$ cat src/design/art_pkg.sv
// ----------------------------------------------------------------------------
// art_pkg
// Shared types, codes and defaults for the allocation record table.
// ----------------------------------------------------------------------------
package art_pkg;

  localparam int unsigned TableDepthDef = 64;

  // operation codes
  localparam logic OP_ADD    = 1'b0;
  localparam logic OP_REMOVE = 1'b1;

  // result status codes
  localparam logic [1:0] ST_OK        = 2'd0;
  localparam logic [1:0] ST_FULL      = 2'd1;
  localparam logic [1:0] ST_NOT_FOUND = 2'd2;
  localparam logic [1:0] ST_ZERO_ADDR = 2'd3;

  typedef struct packed {
    logic        operation;
    logic [31:0] address;
    logic [31:0] byte_size;
    logic [3:0]  source;
  } req_t;

  typedef struct packed {
    logic [1:0]  status;
    logic [5:0]  slot;
    logic [6:0]  live_entries;
    logic [31:0] live_bytes;
  } rsp_t;

  // one stored record
  typedef struct packed {
    logic        valid;
    logic [3:0]  source;
    logic [31:0] byte_size;
    logic [31:0] address;
  } entry_t;

  // controller -> datapath
  typedef struct packed {
    logic clear;
    logic load;
    logic scan;
    logic emit;
  } ctl_cmd_t;

  // datapath -> controller
  typedef struct packed {
    logic clear_last;
    logic zero_addr;
    logic done;
  } ctl_sts_t;

endpackage

$ cat src/design/art_ctrl.sv
// ----------------------------------------------------------------------------
// art_ctrl
// Sequencer: clearing pass, request accept, scan, result hand-off.
// ----------------------------------------------------------------------------
module art_ctrl import art_pkg::*; (
  input  logic     clk_i,
  input  logic     rst_ni,
  input  logic     in_valid_i,
  output logic     in_ready_o,
  output logic     out_valid_o,
  input  logic     out_ready_i,
  input  ctl_sts_t sts_i,
  output ctl_cmd_t cmd_o
);

  localparam logic [1:0] S_CLEAR = 2'd0;
  localparam logic [1:0] S_IDLE  = 2'd1;
  localparam logic [1:0] S_SCAN  = 2'd2;
  localparam logic [1:0] S_POST  = 2'd3;

  logic [1:0] state_q, state_d;
  logic       out_valid_q, out_valid_d;
  logic       out_free;

  assign out_free = !out_valid_q || out_ready_i;

  always_comb begin
    state_d    = state_q;
    cmd_o      = '0;
    in_ready_o = 1'b0;
    case (state_q)
      S_CLEAR: begin
        cmd_o.clear = 1'b1;
        if (sts_i.clear_last) begin
          state_d = S_IDLE;
        end
      end
      S_IDLE: begin
        in_ready_o = 1'b1;
        if (in_valid_i) begin
          cmd_o.load = 1'b1;
          state_d    = sts_i.zero_addr ? S_POST : S_SCAN;
        end
      end
      S_SCAN: begin
        cmd_o.scan = 1'b1;
        if (sts_i.done) begin
          state_d = S_POST;
        end
      end
      S_POST: begin
        if (out_free) begin
          cmd_o.emit = 1'b1;
          state_d    = S_IDLE;
        end
      end
      default: begin
        state_d = S_CLEAR;
      end
    endcase
  end

  always_comb begin
    out_valid_d = out_valid_q;
    if (cmd_o.emit) begin
      out_valid_d = 1'b1;
    end else if (out_ready_i) begin
      out_valid_d = 1'b0;
    end
  end

  always_ff @(posedge clk_i or negedge rst_ni) begin
    if (!rst_ni) begin
      state_q     <= S_CLEAR;
      out_valid_q <= 1'b0;
    end else begin
      state_q     <= state_d;
      out_valid_q <= out_valid_d;
    end
  end

  assign out_valid_o = out_valid_q;

endmodule

$ cat config.mk
export PLATFORM = sky130hd
export DESIGN_NAME = art_ctrl
export DESIGN_NICKNAME = d
export VERILOG_FILES = /design/src/design/art_pkg.sv /design/src/design/art_ctrl.sv
export SDC_FILE = /design/constraint.sdc
export NUM_CORES = 1
export LEC_CHECK = 0
export BUFFER_PORTS_ARGS = -buffer_cell sky130_fd_sc_hd__clkbuf_2
export CAP_MARGIN = 20
export CORE_AREA = 8 8 45 47
export CTS_CLUSTER_SIZE = 10
export DETAILED_ROUTE_END_ITERATION = 10
export DIE_AREA = 0 0 53 55
export PLACE_DENSITY_LB_ADDON = 0.1
export SLEW_MARGIN = 0
export SYNTH_ARGS = -nofsm -noshare
export SYNTH_HDL_FRONTEND = slang
export SYNTH_SLANG_ARGS = --single-unit
$ cat constraint.sdc
create_clock -name clk_i -period 1.5 [get_ports clk_i]
set_input_delay 0.225 -clock clk_i [delete_from_list [all_inputs] [get_ports clk_i]]
set_output_delay 0.225 -clock clk_i [all_outputs]
set_load 0.005 [all_outputs]
**Word level (Yosys, flattened, before mapping)**

Index checks and enable logic that the tools add are counted.

- Equal/unequal tests: 7
- Muxes and demuxes: 15
- Reduce and logical (&&, ||, !) cells: 5

Operators by type and width:

| cell | count |
|---|---|
| 1-bit two-way mux | 10 |
| 2-bit two-way mux | 4 |
| 2-bit inequality test, second input constant | 4 |
| 2-bit case mux with 4 select lines | 1 |
| 2-bit equality test, second input constant | 2 |
| 4-bit AND reduction | 1 |
| 2-bit by 1-bit equality test with 1-bit output, second input constant | 1 |
| 2-bit zero test | 1 |
| 2-bit nonzero test | 1 |
| 1-bit zero test | 1 |
| 1-bit logical OR | 1 |

- Register bits: 3
- Input port bits: 7
- Output and inout port bits: 6
- Word-level logic and storage cells: 29

**Logic depth before layout (Yosys ltp)**

Gate-level depths: netlist (run 1).

- Word-level depth: 5
- Depth in mapped cells: 5
- Mapped depth without buffers: 5

**Worst setup path after synthesis (run 1)**

OpenSTA, ideal clock, no wires.

- Path type: reg2reg
- Start: register state_q[1]
- End: register state_q[0]
- Setup time: 0.079 ns
- Arrival time: 1.127 ns
- Required time: 1.421 ns
- Slack: 0.294 ns
- Cell stages (with the launch flop): 6
- Buffers on the path: 0
- Period minus slack after synthesis: 1.206 ns
- Path through: dfrtp_1 -> inv_1 -> ha_1 -> inv_2 -> o2111ai_4 -> mux2i_1

- Cells in the longest elaborated chain, start to end: 3
- Elaborated cells on any way between the ends: 10
- Classes of those cells: 7 x eq/ne; 1 x mux; 2 x reduce/logical

RTL lines:

| what | line | RTL |
|---|---|---|
| start: declaration | art_ctrl.sv:21 | `logic [1:0] state_q, state_d;` |
| start signal: assignment | art_ctrl.sv:77 | `state_q <= state_d;` |
| 2-bit equality test (tied with other cells) | art_ctrl.sv:31 | `case (state_q)` |
| 2-bit inequality test (no line) | - |  |
| 4-bit AND reduction (no line) | - |  |

Several ways; a longest one is shown, not always the timed one.
A chain may end at the register's enable or synchronous reset.

==> impl_metrics.env, run 1 <==
export IMPL_crit_start="state_q[1]$_DFFE_PN0P_"
export IMPL_insertion_delay_ns=0.23
export IMPL_combPwrFrac=0.573
export IMPL_crit_type="reg -> out"
export IMPL_portBuffers=12
export IMPL_yosys_area_top_type="dfrtp_1"
export IMPL_p_sw_frac=0.391
export IMPL_tightest_slew_ns=0.201
export IMPL_power_leakage_nw=0.188
export IMPL_clk_pin_slew_ns=0.04
export IMPL_slew_headroom=0.866
export IMPL_synth_enable_flop_cells=0
export IMPL_clock_sinks=3
export IMPL_gp_congestion=0.683
export IMPL_cp_start_kind="flop"
export IMPL_synthTopCellsByArea="dfrtp_1 30%, ha_1 20%, o2111ai_4 11%, nand2b_1 10%, mux2i_1 8.1%"
export IMPL_area_delta_synth_final_pct=45.2
export IMPL_routedWlPerCell_um=10.6
export IMPL_slew_violations=0
export IMPL_clockBufferDepth=2
export IMPL_async_flop_share=1.00
export IMPL_first_pass_iters=2
export IMPL_cts_tree="yes"
export IMPL_path_depth=4
export IMPL_crit_arrival_ns=1.19
export IMPL_gr_usage_all_layers=0.0410
export IMPL_r2r_worst_path_cells=5
export IMPL_hold_path_startpoint="out_ready_i"
export IMPL_antenna_found_initial=0
export IMPL_core_area_sq_um=1380
export IMPL_p_int_w=0.000428
export IMPL_drc=0
export IMPL_clkPwrFrac=0.198
export IMPL_cp_slowest_cell="dfrtp_1"
export IMPL_power_frac_seq=0.229
export IMPL_rsz0062_at_grt="false"
export IMPL_grt_pass1_vias=233
export IMPL_ios=13
export IMPL_fill_cells=159
export IMPL_synth_top_cells_by_count="4 x ha_1, 4 x nand2b_1, 3 x dfrtp_1, 3 x inv_1"
export IMPL_hold_viol=0
export IMPL_required_ns=1.27
export IMPL_reg2reg_to="state_q[0]$_DFFE_PN0P_"
export IMPL_grt_pass1_wl_um=841
export IMPL_diodes=0
export IMPL_syn_inst=23
export IMPL_multi_input_area_sq_um=151
export IMPL_power_switching_w=0.000275
export IMPL_worstReg2RegStart="state_q[1]$_DFFE_PN0P_"
export IMPL_synth_net_count=34
export IMPL_seq_area_sq_um=75.1
export IMPL_wl_um=582
export IMPL_die_h_um=55
export IMPL_initial_core_util=0.178
export IMPL_die_w_um=53
export IMPL_reg2reg_slack_ns=0.19
export IMPL_hold_class="in -> reg"
export IMPL_outcome="finished, final reports clean"
export IMPL_ir_worst_vdd_v=0.000596
export IMPL_routed_via_density=3.80
export IMPL_endpoint_kind="output pin"
export IMPL_syn_avg_cell_area_sq_um=10.7
export IMPL_ant_nets=0
export IMPL_grt_max_degree=5
export IMPL_synth_top_area_share=0.305
export IMPL_via_count=209
export IMPL_critPathMaxStageDelay_ns=0.39
export IMPL_path_delay_family="flip-flops"
export IMPL_fin_skew_ns=0.000391
export IMPL_finalCritPeriodShare=0.943
export IMPL_maxCapViolCount=0
export IMPL_synth_distinct_cells=11
export IMPL_htree_levels=1
export IMPL_drive_gt1_frac=0.462
export IMPL_netlist_area_sq_um=246
export IMPL_synth_seq_cells=3
export IMPL_tns_ns=0
export IMPL_cts_buffers=3
export IMPL_setup_violations=0
export IMPL_fin_hold_ws_ns=0.281
export IMPL_fmax_ghz=0.707
export IMPL_crit_chain="inv_1 > ha_2 > and2_1 > clkbuf_2"
export IMPL_dieArea_sq_um=2920
export IMPL_powerDensity_nw_per_um2=1960
export IMPL_critical_path_peak_fanout=4
export IMPL_synth_seq_area_share=0.305
export IMPL_synth_main_ff_cell="dfrtp_1"
export IMPL_gr_total_overflow=0
export IMPL_core_rowCount=14
export IMPL_hpwl_um=500
export IMPL_crit_path_end="cmd_o[2]"
export IMPL_critPathBufInv=2
export IMPL_min_period_ns=1.42
export IMPL_ys_warn_count=0
export IMPL_nNetsFinal=51
export IMPL_cts_root_buffer="clkbuf_4"
export IMPL_drt_iter0_markers=2
-- stage by stage --
stage          utilization  instances  cell area, sq um  power (W)  setup slack [ns]
2_1_floorplan            -         23               246   0.000452             0.294
3_3_place_gp         0.231         50               319   0.000568             0.164
3_5_place_dp         0.231         50               319   0.000571             0.161
4_1_cts              0.257         55               355   0.000721            0.0344
5_1_grt              0.259         55               358   0.000777            0.0100
6_report             0.259         55               358   0.000703            0.0849
-- registers in the layout, indices dropped and copies added, names as in the netlist --
register     count
state_q          2
out_valid_o      1
-- per-layer routing --
layer	up-vias	GRT usage	wire length [um]
met5	-	0	0
met4	0	0.0517	0
met3	0	0.0214	78
met2	6	0.0703	306
met1	99	0.0289	197
li1	104	-	-
-- cell type report --
class / count / area share
clock buffer: 4 / 0.0734
inverter: 4 / 0.0420
multi-input combinational: 15 / 0.423
sequential: 3 / 0.210
tap: 16 / 0.0559
timing repair buffer: 13 / 0.196
-- cells by family after synthesis --
logic type      share of synthesized area
simple gates                        0.183
buf+inv                            0.0914
flops                               0.305
compound gates                      0.137
mux                                0.0812
fa+ha+maj                           0.203
-- power by group through the flow --
stage               clock network [W]  logic, W  registers, W
finish                       0.000139  0.000403      0.000161
global route                 0.000155  0.000455      0.000167
CTS                          0.000148  0.000411      0.000161
detailed placement                  0  0.000409      0.000161
global placement                    0  0.000406      0.000161
floorplan                           0  0.000297      0.000155
-- cell usage in the layout, fill, tap and decap left out --
master,count
a211oi_1,1
and2_1,2
clkbuf_1,1
clkbuf_2,12
clkbuf_4,3
dfrtp_1,3
dlygate4sd3_1,1
ha_1,3
ha_2,1
inv_1,3
inv_2,1
mux2i_1,2
nand2b_1,4
nand3b_1,1
o2111ai_4,1
-- worst reg2reg max path, cell delays in order (launching register included) --
cell and delay, ns:
dfrtp_1 0.39, inv_1 0.11, ha_2 0.22, inv_2 0.05, o2111ai_4 0.22, mux2i_1 0.23
-- worst min-delay path by stage --
stage / endpoint / cells after the start / slack [ns]
6_report: out_valid_o$_DFFE_PN0P_ / 3 / 0.28
5_1_grt: out_valid_o$_DFFE_PN0P_ / 3 / 0.30
4_1_cts: out_valid_o$_DFFE_PN0P_ / 3 / 0.28
3_5_place_dp: state_q[0]$_DFFE_PN0P_ / 1 / 0.03
3_3_place_gp: out_valid_o$_DFFE_PN0P_ / 1 / 0.03
2_1_floorplan: out_valid_o$_DFFE_PN0P_ / 0 / -0.07
-- timing repair --
| action | CTS | global route |
|---|---|---|
| hold buffers | 1 | 0 |
| setup endpoints to repair | 0 | 1 |
| buffers inserted | 0 | 0 |
| endpoints found under the hold margin | 3 | 0 |
| resized for setup | 0 | 1 |
Power figures use the tool's default switching activity.
==> run 2, diff against run 1 <==
- CTS_BUF_LIST: default -> sky130_fd_sc_hd__clkbuf_8
==> run 2 against run 1 <==
Effect of this change:
- sequential cell count did not move
- non-clock buffer count did not move
- global-route usage fell by 0.055 points
- clock-buffer cell count fell by 1
- first-iteration DRC count did not move
- via count fell by 1.4%
- utilization rose by 1.2 points
- combinational power fell by 1%
- worst hold slack improved by 0.017 ns
- maximum frequency barely moved
- highest routed layer unchanged
==> impl_metrics.env, run 2 (synthesis results as in run 1) <==
export IMPL_fin_util=0.270
export IMPL_ant_nets=0
export IMPL_rsz0062_at_grt="false"
export IMPL_gr_usage_all_layers=0.0405
export IMPL_regMostFlops="state_q"
export IMPL_endpoint_kind="output pin"
export IMPL_path_delay_family="flip-flops"
export IMPL_finalCritPeriodShare=0.943
export IMPL_area_delta_synth_final_pct=51.8
export IMPL_via_count=206
export IMPL_first_pass_iters=2
export IMPL_gp_congestion=0.683
export IMPL_critPathMaxStageDelay_ns=0.39
export IMPL_ir_worst_vdd_v=0.000526
export IMPL_slew_violations=0
export IMPL_cts_tree="yes"
export IMPL_required_ns=1.27
export IMPL_die_w_um=53
export IMPL_tightest_slew_ns=0.201
export IMPL_core_rowCount=14
export IMPL_largest_reg_flops=2
export IMPL_portBuffers=12
export IMPL_hold_path_startpoint="out_ready_i"
export IMPL_initial_core_util=0.178
export IMPL_crit_arrival_ns=1.19
export IMPL_clock_sinks=3
export IMPL_fmax_ghz=0.707
export IMPL_crit_chain="inv_1 > ha_1 > and2_1 > clkbuf_2"
export IMPL_hold_viol=0
export IMPL_setup_ws_ns=0.0851
export IMPL_diodes=0
export IMPL_placedCellCount=50
export IMPL_stdcell_count=55
export IMPL_cts_root_buffer="clkbuf_8"
export IMPL_dieArea_sq_um=2920
export IMPL_drive_gt1_frac=0.436
export IMPL_power_leakage_nw=0.201
export IMPL_fin_skew_ns=0.000322
export IMPL_r2r_worst_path_cells=5
export IMPL_holdPathStages=3
export IMPL_cp_start_kind="flop"
export IMPL_holdPathEnd="out_valid_o$_DFFE_PN0P_"
export IMPL_critPathBufInv=2
export IMPL_maxCapViolCount=0
export IMPL_nNetsFinal=51
export IMPL_reg2reg_slack_ns=0.17
export IMPL_setup_violations=0
export IMPL_reg2reg_to="state_q[0]$_DFFE_PN0P_"
export IMPL_cp_slowest_cell="dfrtp_1"
export IMPL_tns_ns=0
export IMPL_hpwl_um=500
export IMPL_grt_pass1_wl_um=834
export IMPL_core_area_sq_um=1380
export IMPL_placed_area_sq_um=319
export IMPL_grt_pass1_vias=223
export IMPL_final_cell_mix="12 x clkbuf_2, 4 x inv_1, 4 x nand2b_1, 4 x ha_1"
export IMPL_critical_path_peak_fanout=4
export IMPL_layout_commonest_cell="clkbuf_2"
export IMPL_drc=0
export IMPL_cts_buffers=3
export IMPL_routedWlPerCell_um=10.4
export IMPL_min_period_ns=1.41
export IMPL_grt_max_degree=5
export IMPL_antenna_found_initial=0
export IMPL_gr_total_overflow=0
export IMPL_drt_iter0_markers=2
export IMPL_clk_pin_slew_ns=0.03
export IMPL_powerDensity_nw_per_um2=2090
export IMPL_design_area_sq_um=374
export IMPL_insertion_delay_ns=0.21
export IMPL_ios=13
export IMPL_die_h_um=55
export IMPL_crit_type="reg -> out"
export IMPL_pre_cts_ws_ns=0.161
export IMPL_worstReg2RegStart="state_q[1]$_DFFE_PN0P_"
export IMPL_wl_um=573
export IMPL_hold_class="in -> reg"
export IMPL_slew_headroom=0.866
export IMPL_outcome="finished, final reports clean"
export IMPL_clockBufferDepth=2
export IMPL_routed_via_density=3.75
export IMPL_htree_levels=1
export IMPL_post_cts_buffers=0
## run 2: cell types whose count changed in the layout (fill, tap and decap cells not counted)
cell,change
inv_1,+1
clkbuf_4,-3
clkbuf_8,+3
ha_2,-1
ha_1,+1
clkbuf_1,-1
## run 2: layout make-up
cell class	instances	area, sq um
Multi-Input combinational cell	15	149
Tap cell	16	20.0
Clock inverter	1	3.75
Timing Repair Buffer	13	70.1
Fill cell	154	1010
Sequential cell	3	75.1
Clock buffer	3	41.3
Inverter	4	15.0
## run 2: power by group
part | internal [W] | total (W) | switching, W
clock | 0.000174 | 0.000225 | 0.0000508
sequential | 0.000126 | 0.000161 | 0.0000343
combinational | 0.000198 | 0.000397 | 0.000199
total | 0.000499 | 0.000783 | 0.000284
## run 2: what timing repair did
action	CTS	global route
hold buffers	1	0
resized for setup	0	0
hold endpoints to repair	3	0
## run 2: worst reg2reg max path, stage by stage, from the launching register on
cell	delay [ns]
dfrtp_1	0.39
inv_1	0.11
ha_1	0.23
inv_2	0.06
o2111ai_4	0.22
mux2i_1	0.24
## run 2: metal layers
layer  global-route usage  wire, um  part of all wire
met5                    0         0                 0
met4               0.0517         0                 0
met3               0.0214        74              0.13
met2               0.0664       303              0.53
met1               0.0304       194              0.34
## run 2: stage by stage
| stage | hold WS (ns) | power, W |
|---|---|---|
| 6_report | 0.298 | 0.000783 |
| 5_1_grt | 0.322 | 0.000858 |
| 4_1_cts | 0.301 | 0.000807 |
| 3_5_place_dp | 0.0296 | 0.000571 |
| 3_3_place_gp | 0.0285 | 0.000568 |
| 2_1_floorplan | -0.0706 | 0.000452 |
## run 2: worst max path at each step
stage	from	end	slack, ns	cells after the start
floorplan	state_q[1]$_DFFE_PN0P_	state_q[0]$_DFFE_PN0P_	0.29	5
global placement	state_q[1]$_DFFE_PN0P_	state_q[0]$_DFFE_PN0P_	0.16	5
detailed placement	state_q[1]$_DFFE_PN0P_	state_q[0]$_DFFE_PN0P_	0.16	5
CTS	state_q[1]$_DFFE_PN0P_	cmd_o[2]	0.06	4
global route	state_q[1]$_DFFE_PN0P_	cmd_o[2]	0.002	4
finish	state_q[1]$_DFFE_PN0P_	cmd_o[2]	0.09	4
