--- src/design/art_pkg.sv ---
// ----------------------------------------------------------------------------
// art_pkg
// Shared types, codes and defaults for the allocation record table.
// ----------------------------------------------------------------------------
package art_pkg;

  localparam int unsigned TableDepthDef = 64;

  // operation codes
  localparam logic OP_ADD    = 1'b0;
  localparam logic OP_REMOVE = 1'b1;

  // result status codes
  localparam logic [1:0] ST_OK        = 2'd0;
  localparam logic [1:0] ST_FULL      = 2'd1;
  localparam logic [1:0] ST_NOT_FOUND = 2'd2;
  localparam logic [1:0] ST_ZERO_ADDR = 2'd3;

  typedef struct packed {
    logic        operation;
    logic [31:0] address;
    logic [31:0] byte_size;
    logic [3:0]  source;
  } req_t;

  typedef struct packed {
    logic [1:0]  status;
    logic [5:0]  slot;
    logic [6:0]  live_entries;
    logic [31:0] live_bytes;
  } rsp_t;

  // one stored record
  typedef struct packed {
    logic        valid;
    logic [3:0]  source;
    logic [31:0] byte_size;
    logic [31:0] address;
  } entry_t;

  // controller -> datapath
  typedef struct packed {
    logic clear;
    logic load;
    logic scan;
    logic emit;
  } ctl_cmd_t;

  // datapath -> controller
  typedef struct packed {
    logic clear_last;
    logic zero_addr;
    logic done;
  } ctl_sts_t;

endpackage

--- src/design/art_ram.sv ---
// ----------------------------------------------------------------------------
// art_ram
// Generic single write port, single read port RAM with registered read.
// ----------------------------------------------------------------------------
module art_ram #(
  parameter int unsigned Width = 8,
  parameter int unsigned Depth = 2
) (
  input  logic                     clk_i,
  input  logic                     we_i,
  input  logic [$clog2(Depth)-1:0] waddr_i,
  input  logic [Width-1:0]         wdata_i,
  input  logic                     re_i,
  input  logic [$clog2(Depth)-1:0] raddr_i,
  output logic [Width-1:0]         rdata_o
);

  logic [Width-1:0] mem_q [Depth];
  logic [Width-1:0] rdata_q;

  always_ff @(posedge clk_i) begin
    if (we_i) begin
      mem_q[waddr_i] <= wdata_i;
    end
    if (re_i) begin
      rdata_q <= mem_q[raddr_i];
    end
  end

  assign rdata_o = rdata_q;

endmodule

--- src/design/art_datapath.sv ---
// ----------------------------------------------------------------------------
// art_datapath
// Request register, record memory, slot scan pipeline, totals and result.
// ----------------------------------------------------------------------------
module art_datapath import art_pkg::*; #(
  parameter int unsigned TABLE_DEPTH = TableDepthDef
) (
  input  logic     clk_i,
  input  logic     rst_ni,
  input  ctl_cmd_t cmd_i,
  output ctl_sts_t sts_o,
  input  req_t     in_data_i,
  output rsp_t     out_data_o
);

  localparam int unsigned IdxW = $clog2(TABLE_DEPTH);
  localparam int unsigned CntW = $clog2(TABLE_DEPTH + 1);
  localparam logic [IdxW:0]   DepthVal = (IdxW + 1)'(TABLE_DEPTH);
  localparam logic [IdxW-1:0] LastIdx  = IdxW'(TABLE_DEPTH - 1);

  req_t            req_q;
  logic [IdxW:0]   idx_q;
  logic            chk_q;
  logic [IdxW-1:0] chk_idx_q;
  logic [CntW-1:0] cnt_q, cnt_d;
  logic [31:0]     bytes_q, bytes_d;
  rsp_t            res_q;
  rsp_t            out_q;

  entry_t          rd_entry;
  entry_t          wr_entry;
  logic            rd_en;
  logic            wr_en;
  logic [IdxW-1:0] wr_addr;
  logic            match;
  logic            hit;
  logic            miss_end;
  logic [IdxW+5:0] slot_ext;
  logic [CntW+6:0] live_ext_d;
  logic [CntW+6:0] live_ext_q;

  assign rd_en    = cmd_i.scan && (idx_q < DepthVal);
  assign match    = (req_q.operation == OP_ADD) ? !rd_entry.valid
                  : (rd_entry.valid && rd_entry.address == req_q.address
                     && rd_entry.source == req_q.source);
  assign hit      = cmd_i.scan && chk_q && match;
  assign miss_end = cmd_i.scan && chk_q && !match && (chk_idx_q == LastIdx);

  assign sts_o.done       = hit || miss_end;
  assign sts_o.clear_last = (idx_q[IdxW-1:0] == LastIdx);
  assign sts_o.zero_addr  = (in_data_i.address == 32'd0);

  always_comb begin
    cnt_d   = cnt_q;
    bytes_d = bytes_q;
    if (hit) begin
      if (req_q.operation == OP_ADD) begin
        cnt_d   = cnt_q + CntW'(1);
        bytes_d = bytes_q + req_q.byte_size;
      end else begin
        cnt_d   = cnt_q - CntW'(1);
        bytes_d = bytes_q - rd_entry.byte_size;
      end
    end
  end

  always_comb begin
    wr_entry = rd_entry;
    wr_addr  = chk_idx_q;
    if (cmd_i.clear) begin
      wr_entry = '0;
      wr_addr  = idx_q[IdxW-1:0];
    end else if (req_q.operation == OP_ADD) begin
      wr_entry.valid     = 1'b1;
      wr_entry.source    = req_q.source;
      wr_entry.byte_size = req_q.byte_size;
      wr_entry.address   = req_q.address;
    end else begin
      wr_entry.valid = 1'b0;
    end
  end

  assign wr_en = cmd_i.clear || hit;

  assign slot_ext   = {6'b0, chk_idx_q};
  assign live_ext_d = {7'b0, cnt_d};
  assign live_ext_q = {7'b0, cnt_q};

  art_ram #(
    .Width ($bits(entry_t)),
    .Depth (TABLE_DEPTH)
  ) u_ram (
    .clk_i   (clk_i),
    .we_i    (wr_en),
    .waddr_i (wr_addr),
    .wdata_i (wr_entry),
    .re_i    (rd_en),
    .raddr_i (idx_q[IdxW-1:0]),
    .rdata_o (rd_entry)
  );

  // scan index and check pipeline
  always_ff @(posedge clk_i or negedge rst_ni) begin
    if (!rst_ni) begin
      idx_q     <= '0;
      chk_q     <= 1'b0;
      chk_idx_q <= '0;
      cnt_q     <= '0;
      bytes_q   <= '0;
    end else begin
      if (cmd_i.load) begin
        idx_q <= '0;
        chk_q <= 1'b0;
      end else if (cmd_i.clear || rd_en) begin
        idx_q <= idx_q + (IdxW + 1)'(1);
      end
      if (cmd_i.scan) begin
        chk_q <= rd_en;
      end
      if (rd_en) begin
        chk_idx_q <= idx_q[IdxW-1:0];
      end
      cnt_q   <= cnt_d;
      bytes_q <= bytes_d;
    end
  end

  always_ff @(posedge clk_i) begin
    if (cmd_i.load) begin
      req_q <= in_data_i;
    end
    if (cmd_i.load && sts_o.zero_addr) begin
      res_q.status       <= ST_ZERO_ADDR;
      res_q.slot         <= '0;
      res_q.live_entries <= live_ext_q[6:0];
      res_q.live_bytes   <= bytes_q;
    end else if (hit) begin
      res_q.status       <= ST_OK;
      res_q.slot         <= slot_ext[5:0];
      res_q.live_entries <= live_ext_d[6:0];
      res_q.live_bytes   <= bytes_d;
    end else if (miss_end) begin
      res_q.status       <= (req_q.operation == OP_ADD) ? ST_FULL : ST_NOT_FOUND;
      res_q.slot         <= '0;
      res_q.live_entries <= live_ext_q[6:0];
      res_q.live_bytes   <= bytes_q;
    end
    if (cmd_i.emit) begin
      out_q <= res_q;
    end
  end

  assign out_data_o = out_q;

endmodule

--- config.mk ---
export PLATFORM = sky130hd
export DESIGN_NAME = art_datapath
export DESIGN_NICKNAME = d
export VERILOG_FILES = /design/src/design/art_pkg.sv /design/src/design/art_ram.sv /design/src/design/art_datapath.sv
export SDC_FILE = /design/constraint.sdc
export NUM_CORES = 2
export LEC_CHECK = 0
export BUFFER_PORTS_ARGS = -buffer_cell sky130_fd_sc_hd__clkbuf_2
export CORE_ASPECT_RATIO = 1.5
export CORE_MARGIN = 1
export CORE_UTILIZATION = 49
export DETAILED_ROUTE_END_ITERATION = 12
export SLEW_MARGIN = 15
export SYNTH_ARGS = -nofsm -noshare
export SYNTH_HDL_FRONTEND = slang
export SYNTH_HIERARCHICAL = 1
export SYNTH_MEMORY_MAX_BITS = 65536
export SYNTH_SLANG_ARGS = --single-unit
--- constraint.sdc ---
create_clock -name clk_i -period 9.7 [get_ports clk_i]
set_input_delay 0 -clock clk_i [delete_from_list [all_inputs] [get_ports clk_i]]
set_output_delay 0 -clock clk_i [all_outputs]
set_load 0.01 [all_outputs]
* After elaboration in Yosys (flattened, before gate mapping)
Memory sizes are Yosys's and may differ from the RTL's. A register that Yosys moved wholly into a read port is not among the register bits. Index checks and enable logic that the tools add are counted.
Operators by class: add/sub/neg operators 5, $mul 0, divide/modulo/power cells 0, magnitude comparators 1, eq/ne operators 4, shift operators 0, multiplexer cells 19, bitwise gates (word level) 0, reductions and logical operators 18
Operators by type and width (count):
- two-way mux 47 bit | 2
- two-way mux 69 bit | 1
- two-way mux 68 bit | 1
- two-way mux 32 bit | 2
- two-way mux 39 bit | 1
- adder 32 bit | 1
- equality test 32 bit | 1
- zero test 32 bit | 1
- subtractor 32 bit | 1
- two-way mux 7 bit | 4
- adder 7 x 1 -> 7 bit (second input constant) | 2
- equality test 6 bit (second input constant) | 2
- logical AND 1 bit | 8
- less-than comparator 7 bit (second input constant) | 1
- subtractor 7 x 1 -> 7 bit (second input constant) | 1
- two-way mux 1 bit | 6
- two-way mux 6 bit | 1
- nonzero test 2 bit | 3
- equality test 4 bit | 1
- logical OR 1 bit | 3
- nonzero test 3 bit | 1
- zero test 1 bit | 2
- two-way mux 2 bit | 1
Word-level totals: register bits 216, bits in latches 0, bits in writable memories 4416, ROM bits 0, input bits 75, logic and storage cells 65, memories kept 1
Memories:
- u_ram.mem_q | words 64, width 69, read ports 1, clocked after memory_dff 1, write ports 1, RTL line art_ram.sv:18 | logic [Width-1:0] mem_q [Depth];

* Longest topological paths before layout
depth in word-level cells 10, gate-level depth with buffers 21, mapped depth without buffers 19

* By module
Netlist, hierarchy kept.
By module, submodules not included:
- art_ram | times used 1, cells an instance 7005, area an instance 168604.2 um2, seq. area each 134679.2 um2
- art_datapath | times used 1, cells an instance 1029, area an instance 11813.8 um2, seq. area each 6140.9 um2

* Worst setup path before layout
No wires, ideal clock.
kind register to register, start point register req_q[68] in the netlist's numbering, end point memory u_ram/mem_q[48][0] in the netlist's numbering, enable pin, setup time 0.581 ns, data arrival time 6.693 ns, required time 9.119 ns, setup slack 2.426 ns, cell stages (with the launch flop) 8, period minus slack after synthesis 7.274 ns, path through edfxtp_1 nand2_1 a211o_1 or4_4 nor4_4 or3_1 nand4b_1 nor3_1
On the way: cells in the longest elaborated chain, start to end 5
RTL lines:
- start, declared | RTL line art_datapath.sv:21 | req_t req_q;
- start signal, assigned | RTL line art_datapath.sv:130 | req_q <= in_data_i;
- two-way mux 1 bit | RTL line art_datapath.sv:43 | assign match = (req_q.operation == OP_ADD) ? !rd_entry.valid
- logical AND 1 bit | RTL line art_datapath.sv:46 | assign hit = cmd_i.scan && chk_q && match;
- logical OR 1 bit | RTL line art_datapath.sv:83 | assign wr_en = cmd_i.clear || hit;
- named net wr_en | RTL line art_datapath.sv:33 | logic wr_en;
- two-way mux 1 bit | RTL line art_ram.sv:22 | if (we_i) begin
- two-way mux 1 bit (implied by the code) | RTL line art_ram.sv:23 | mem_q[waddr_i] <= wdata_i;
- end, declared | RTL line art_ram.sv:18
The timed path passes the listed nets, and every way through them passes these cells.

* Worst setup path after layout
start point register req_q[68] in the netlist's numbering, end point memory u_ram/mem_q[20][42] in the netlist's numbering, enable pin
Same word-level chain as after synthesis.

==> impl_summary.txt <==
----------------------------------------------------
[Die]
  Floorplan core area ... 366000 um^2
  # IOs ... 125
  Std-Cell Rows ... 272
  Initial cell density of the core ... 49.3%
  Die boundary height ... 745 um
  Die width ... 497 um
  Die area ... 371000 um^2

[Setup path]
  Crit path DAT ... 7250 ps
  Nature of the critical path endpoint ... register
  Launching point of the worst reg2reg path ... req_q[68]$_DFFE_PP_
  Capture point of the worst reg-to-reg path ... u_ram/mem_q[20][42]$_DFFE_PP_
  Setup slack, reg-to-reg ... 3000 ps
  Worst reg-to-reg path cell count ... 10
  Start-to-end type of the worst setup path ... reg2reg
  Startpoint class of the critical path ... register
  CP required ... 10260 ps
  Crit Path Max Fanout ... 50

[Clock network]
  Master cell of the clock root buffer ... sky130_fd_sc_hd__clkbuf_16
  Clock transition at path regs ... 60 ps
  TritonCTS Buffers ... 426
  Post-CTS resize count ... 0
  Clock latency reported for the late side of the worst-skew pair ... 990 ps
  H-tree levels ... 5
  Clock tree from TritonCTS ... done
  Worst-case clock buffer depth ... 4
  Cts hold-fix bufs ... 140
  # Post-CTS Setup Buffers ... 0
  Number of clock sinks ... 4701

[Placed design]
  Worst slack, placed ... 3240 ps
  DP HPWL ... 297000 um
  Input/output buffers ... 124
  Number of placed instances with taps included ... 12800
  Global placer's final weighted congestion ... 0.879

[Worst hold path]
  Endpoint of the worst hold-timing path ... req_q[3]$_DFFE_PP_
  Hold crit path type ... in2reg
  Hold path start ... in_data_i[3]
  Number of cells on the worst hold path ... 2

[Finish]
  Final instance count without filler cells ... 13700
  Area growth syn-to-layout ... 13.0%
  Area of the multi-input gates ... 38500 um^2
  Fraction of layout cells with a size suffix above 1 ... 26.5%
  Post-route core utilization ... 55.7%
  Area used by sequential logic in the layout ... 141000 um^2
  Net count reported at finish ... 8697
  Number of fill cells ... 27000

[Yosys]
  Most frequently used cell type in the post-synthesis netlist ... sky130_fd_sc_hd__edfxtp_1
  Net count after synthesis ... 8149
  Average cell area after synthesis ... 22.5 um^2
  Number of enable flip-flop cells after synthesis ... 4640
  Syn. warnings ... 6
  Count of cell types in the netlist ... 68
  Most instantiated cells after synthesis ... sky130_fd_sc_hd__edfxtp_1, sky130_fd_sc_hd__mux4_2, sky130_fd_sc_hd__a22oi_1, sky130_fd_sc_hd__nor2_1, sky130_fd_sc_hd__buf_2
  Number of flip-flops and latches in the synthesized netlist ... 4701
  Synth top area cells ... sky130_fd_sc_hd__edfxtp_1, sky130_fd_sc_hd__mux4_2, sky130_fd_sc_hd__a22oi_1
  Cells after Synth ... 8034
  Synth async-reset ratio ... 1.13%
  Most common flop cell mapped by yosys ... sky130_fd_sc_hd__edfxtp_1
  Area share of the leading cell type in the synthesized netlist ... 77.2%
  Fraction of the yosys area taken by sequential cells ... 78.1%
  Yosys top cell by area ... sky130_fd_sc_hd__edfxtp_1
  Post-Syn Area ... 180000 um^2

[Job]
  Max capacitance violation total ... 0

[Global routing]
  Number of global-route vias before repair ... 90600
  Overall global routing resource usage ... 27.6%
  Number of antenna violations at the first check in global routing ... 19
  First-pass GRT wire length ... 713000 um
  GRT Residual Overflow ... 0
  Pin count of the biggest net entering global routing ... 105

[Route]
  Initial detailed-routing violation count ... 11100
  Drt drc ... 0
  Detailed-route wire length per cell ... 37.3 um
  Detailed Routing Iterations Pass 1 ... 5
  Via Count ... 89300
  Post-route antenna net violation count ... 0
  Aggregate routed wire length ... 512000 um
  Via-per-instance ratio ... 6.50

[Timing]
  Share of the clock period used by the worst path ... 69.0%
  Final Skew ... 68.2 ps
  Time the final worst path needs with I/O delays and setup ... 6700 ps
  Tightest Pin Transition ... 1220 ps
  Setup repair after global routing missed its margin ... false
  Final sum of negative setup slack ... 0 ps
  Total of endpoints with negative setup slack in the final report ... 0
  Achievable Freq ... 149 MHz
  Final Max Tran Viols ... 0
  Relative slew slack ... 17.9%
  Final number of hold-violating endpoints ... 0
  Min setup slack post-route ... 3000 ps

[Status]
  Result of the run ... finished clean

[Power and ir drop]
  Leak pwr ... 63.4 nW
  Power per cell area ... 220 nW/um^2
  Highest ir drop seen on vdd ... 0.170 mV

----------------------------------------------------
## registers in the layout, summed over array words and instances (netlist names)
register       cells
u_ram/mem_q     4416
req_q             69
u_ram/rdata_o     69
out_data_o        47
res_q             47
bytes_q           32
cnt_q              7
idx_q              7
chk_idx_q          6
chk_q              1
## worst max-delay path: stages, from the launching register on
cell                       delay [ps]
sky130_fd_sc_hd__edfxtp_1         330
sky130_fd_sc_hd__buf_4            480
sky130_fd_sc_hd__nand2_1          530
sky130_fd_sc_hd__a211o_1          430
sky130_fd_sc_hd__or4_4            510
sky130_fd_sc_hd__nor4_4           810
sky130_fd_sc_hd__or3_1            340
sky130_fd_sc_hd__nor2b_1          310
sky130_fd_sc_hd__nand2_1          490
sky130_fd_sc_hd__nor2_4           880
sky130_fd_sc_hd__buf_4            950
## per-stage QoR
step / power [W] / hold slack (ps) / area [um^2]
3_5_place_dp: 0.0282 / 180 / 189000
5_1_grt: 0.0460 / 41.8 / 204000
6_report: 0.0448 / 55.3 / 204000
3_3_place_gp: 0.0282 / 180 / 189000
2_1_floorplan: 0.0266 / -296 / 180000
4_1_cts: 0.0450 / 29.0 / 204000
## power breakdown
part / internal, W / switching (W) / total [W]
Sequential: 0.0230 / 0.000208 / 0.0232
Clock: 0.00951 / 0.00744 / 0.0170
Combinational: 0.00180 / 0.00286 / 0.00466
## cell type report
class | instances | share of cell area (%)
diodes | 15 | 0.0184
clock buffers | 520 | 5.46
clock inverters | 257 | 1.31
inverters | 21 | 0.0399
multi-input cells | 2868 | 18.9
flip-flops and latches | 4701 | 69.1
well taps | 4795 | 2.94
repair buffers | 564 | 2.24
## per-layer routing
metal | up-vias | global-route usage [%] | share of wire [%]
li1 | 35400 | - | -
met1 | 48700 | 35.3 | 37
met2 | 4328 | 47.7 | 51
met3 | 869 | 3.62 | 7.4
met4 | 6 | 11.6 | 4.7
met5 | - | 0 | 0.0092
## worst max path at each step
stage / startpoint / endpoint / cells past startpoint
global placement: req_q[68]$_DFFE_PP_ / u_ram/mem_q[20][42]$_DFFE_PP_ / 10
finish: req_q[68]$_DFFE_PP_ / u_ram/mem_q[20][42]$_DFFE_PP_ / 10
global route: req_q[68]$_DFFE_PP_ / u_ram/mem_q[20][42]$_DFFE_PP_ / 10
detailed placement: req_q[68]$_DFFE_PP_ / u_ram/mem_q[32][16]$_DFFE_PP_ / 10
CTS: req_q[68]$_DFFE_PP_ / u_ram/mem_q[20][42]$_DFFE_PP_ / 10
floorplan: req_q[68]$_DFFE_PP_ / u_ram/mem_q[48][0]$_DFFE_PP_ / 7
## cells by family (layout without fill, tap and decap cells)
family	count (synthesis)	count (layout)	synth area share, %
DFF	4701	4701	78.1
muxes	1358	1358	15.2
adders and majority gates	40	40	0.286
xor gates and xnor gates	102	102	0.495
and+or+nand+nor	607	607	1.64
AOI/OAI and AO/OA	761	761	3.09
buffers and inverters	465	1362	1.20
other	0	15	0
## placed cells by master (no fill, tap or decap), types with 38 or more instances in the layout
master / count
sky130_fd_sc_hd__mux4_2: 1104
sky130_fd_sc_hd__mux2i_1: 180
sky130_fd_sc_hd__o22ai_1: 138
sky130_fd_sc_hd__nand2_1: 55
sky130_fd_sc_hd__bufinv_16: 51
sky130_fd_sc_hd__clkinv_2: 63
sky130_fd_sc_hd__nand3_1: 125
sky130_fd_sc_hd__clkinv_1: 97
sky130_fd_sc_hd__mux2_2: 73
sky130_fd_sc_hd__xnor2_1: 44
sky130_fd_sc_hd__edfxtp_1: 4640
sky130_fd_sc_hd__a22oi_1: 277
sky130_fd_sc_hd__xor2_1: 58
sky130_fd_sc_hd__nor2_1: 120
sky130_fd_sc_hd__dfrtp_1: 49
sky130_fd_sc_hd__clkbuf_1: 89
sky130_fd_sc_hd__nor2_4: 128
sky130_fd_sc_hd__clkbuf_2: 121
sky130_fd_sc_hd__clkbuf_16: 431
sky130_fd_sc_hd__dlygate4sd3_1: 141
sky130_fd_sc_hd__o211a_1: 69
sky130_fd_sc_hd__a21oi_1: 64
sky130_fd_sc_hd__buf_4: 278
sky130_fd_sc_hd__a211oi_1: 69
sky130_fd_sc_hd__ha_1: 38
sky130_fd_sc_hd__o221ai_1: 52
Note: power is estimated with default switching activity, not from simulation.
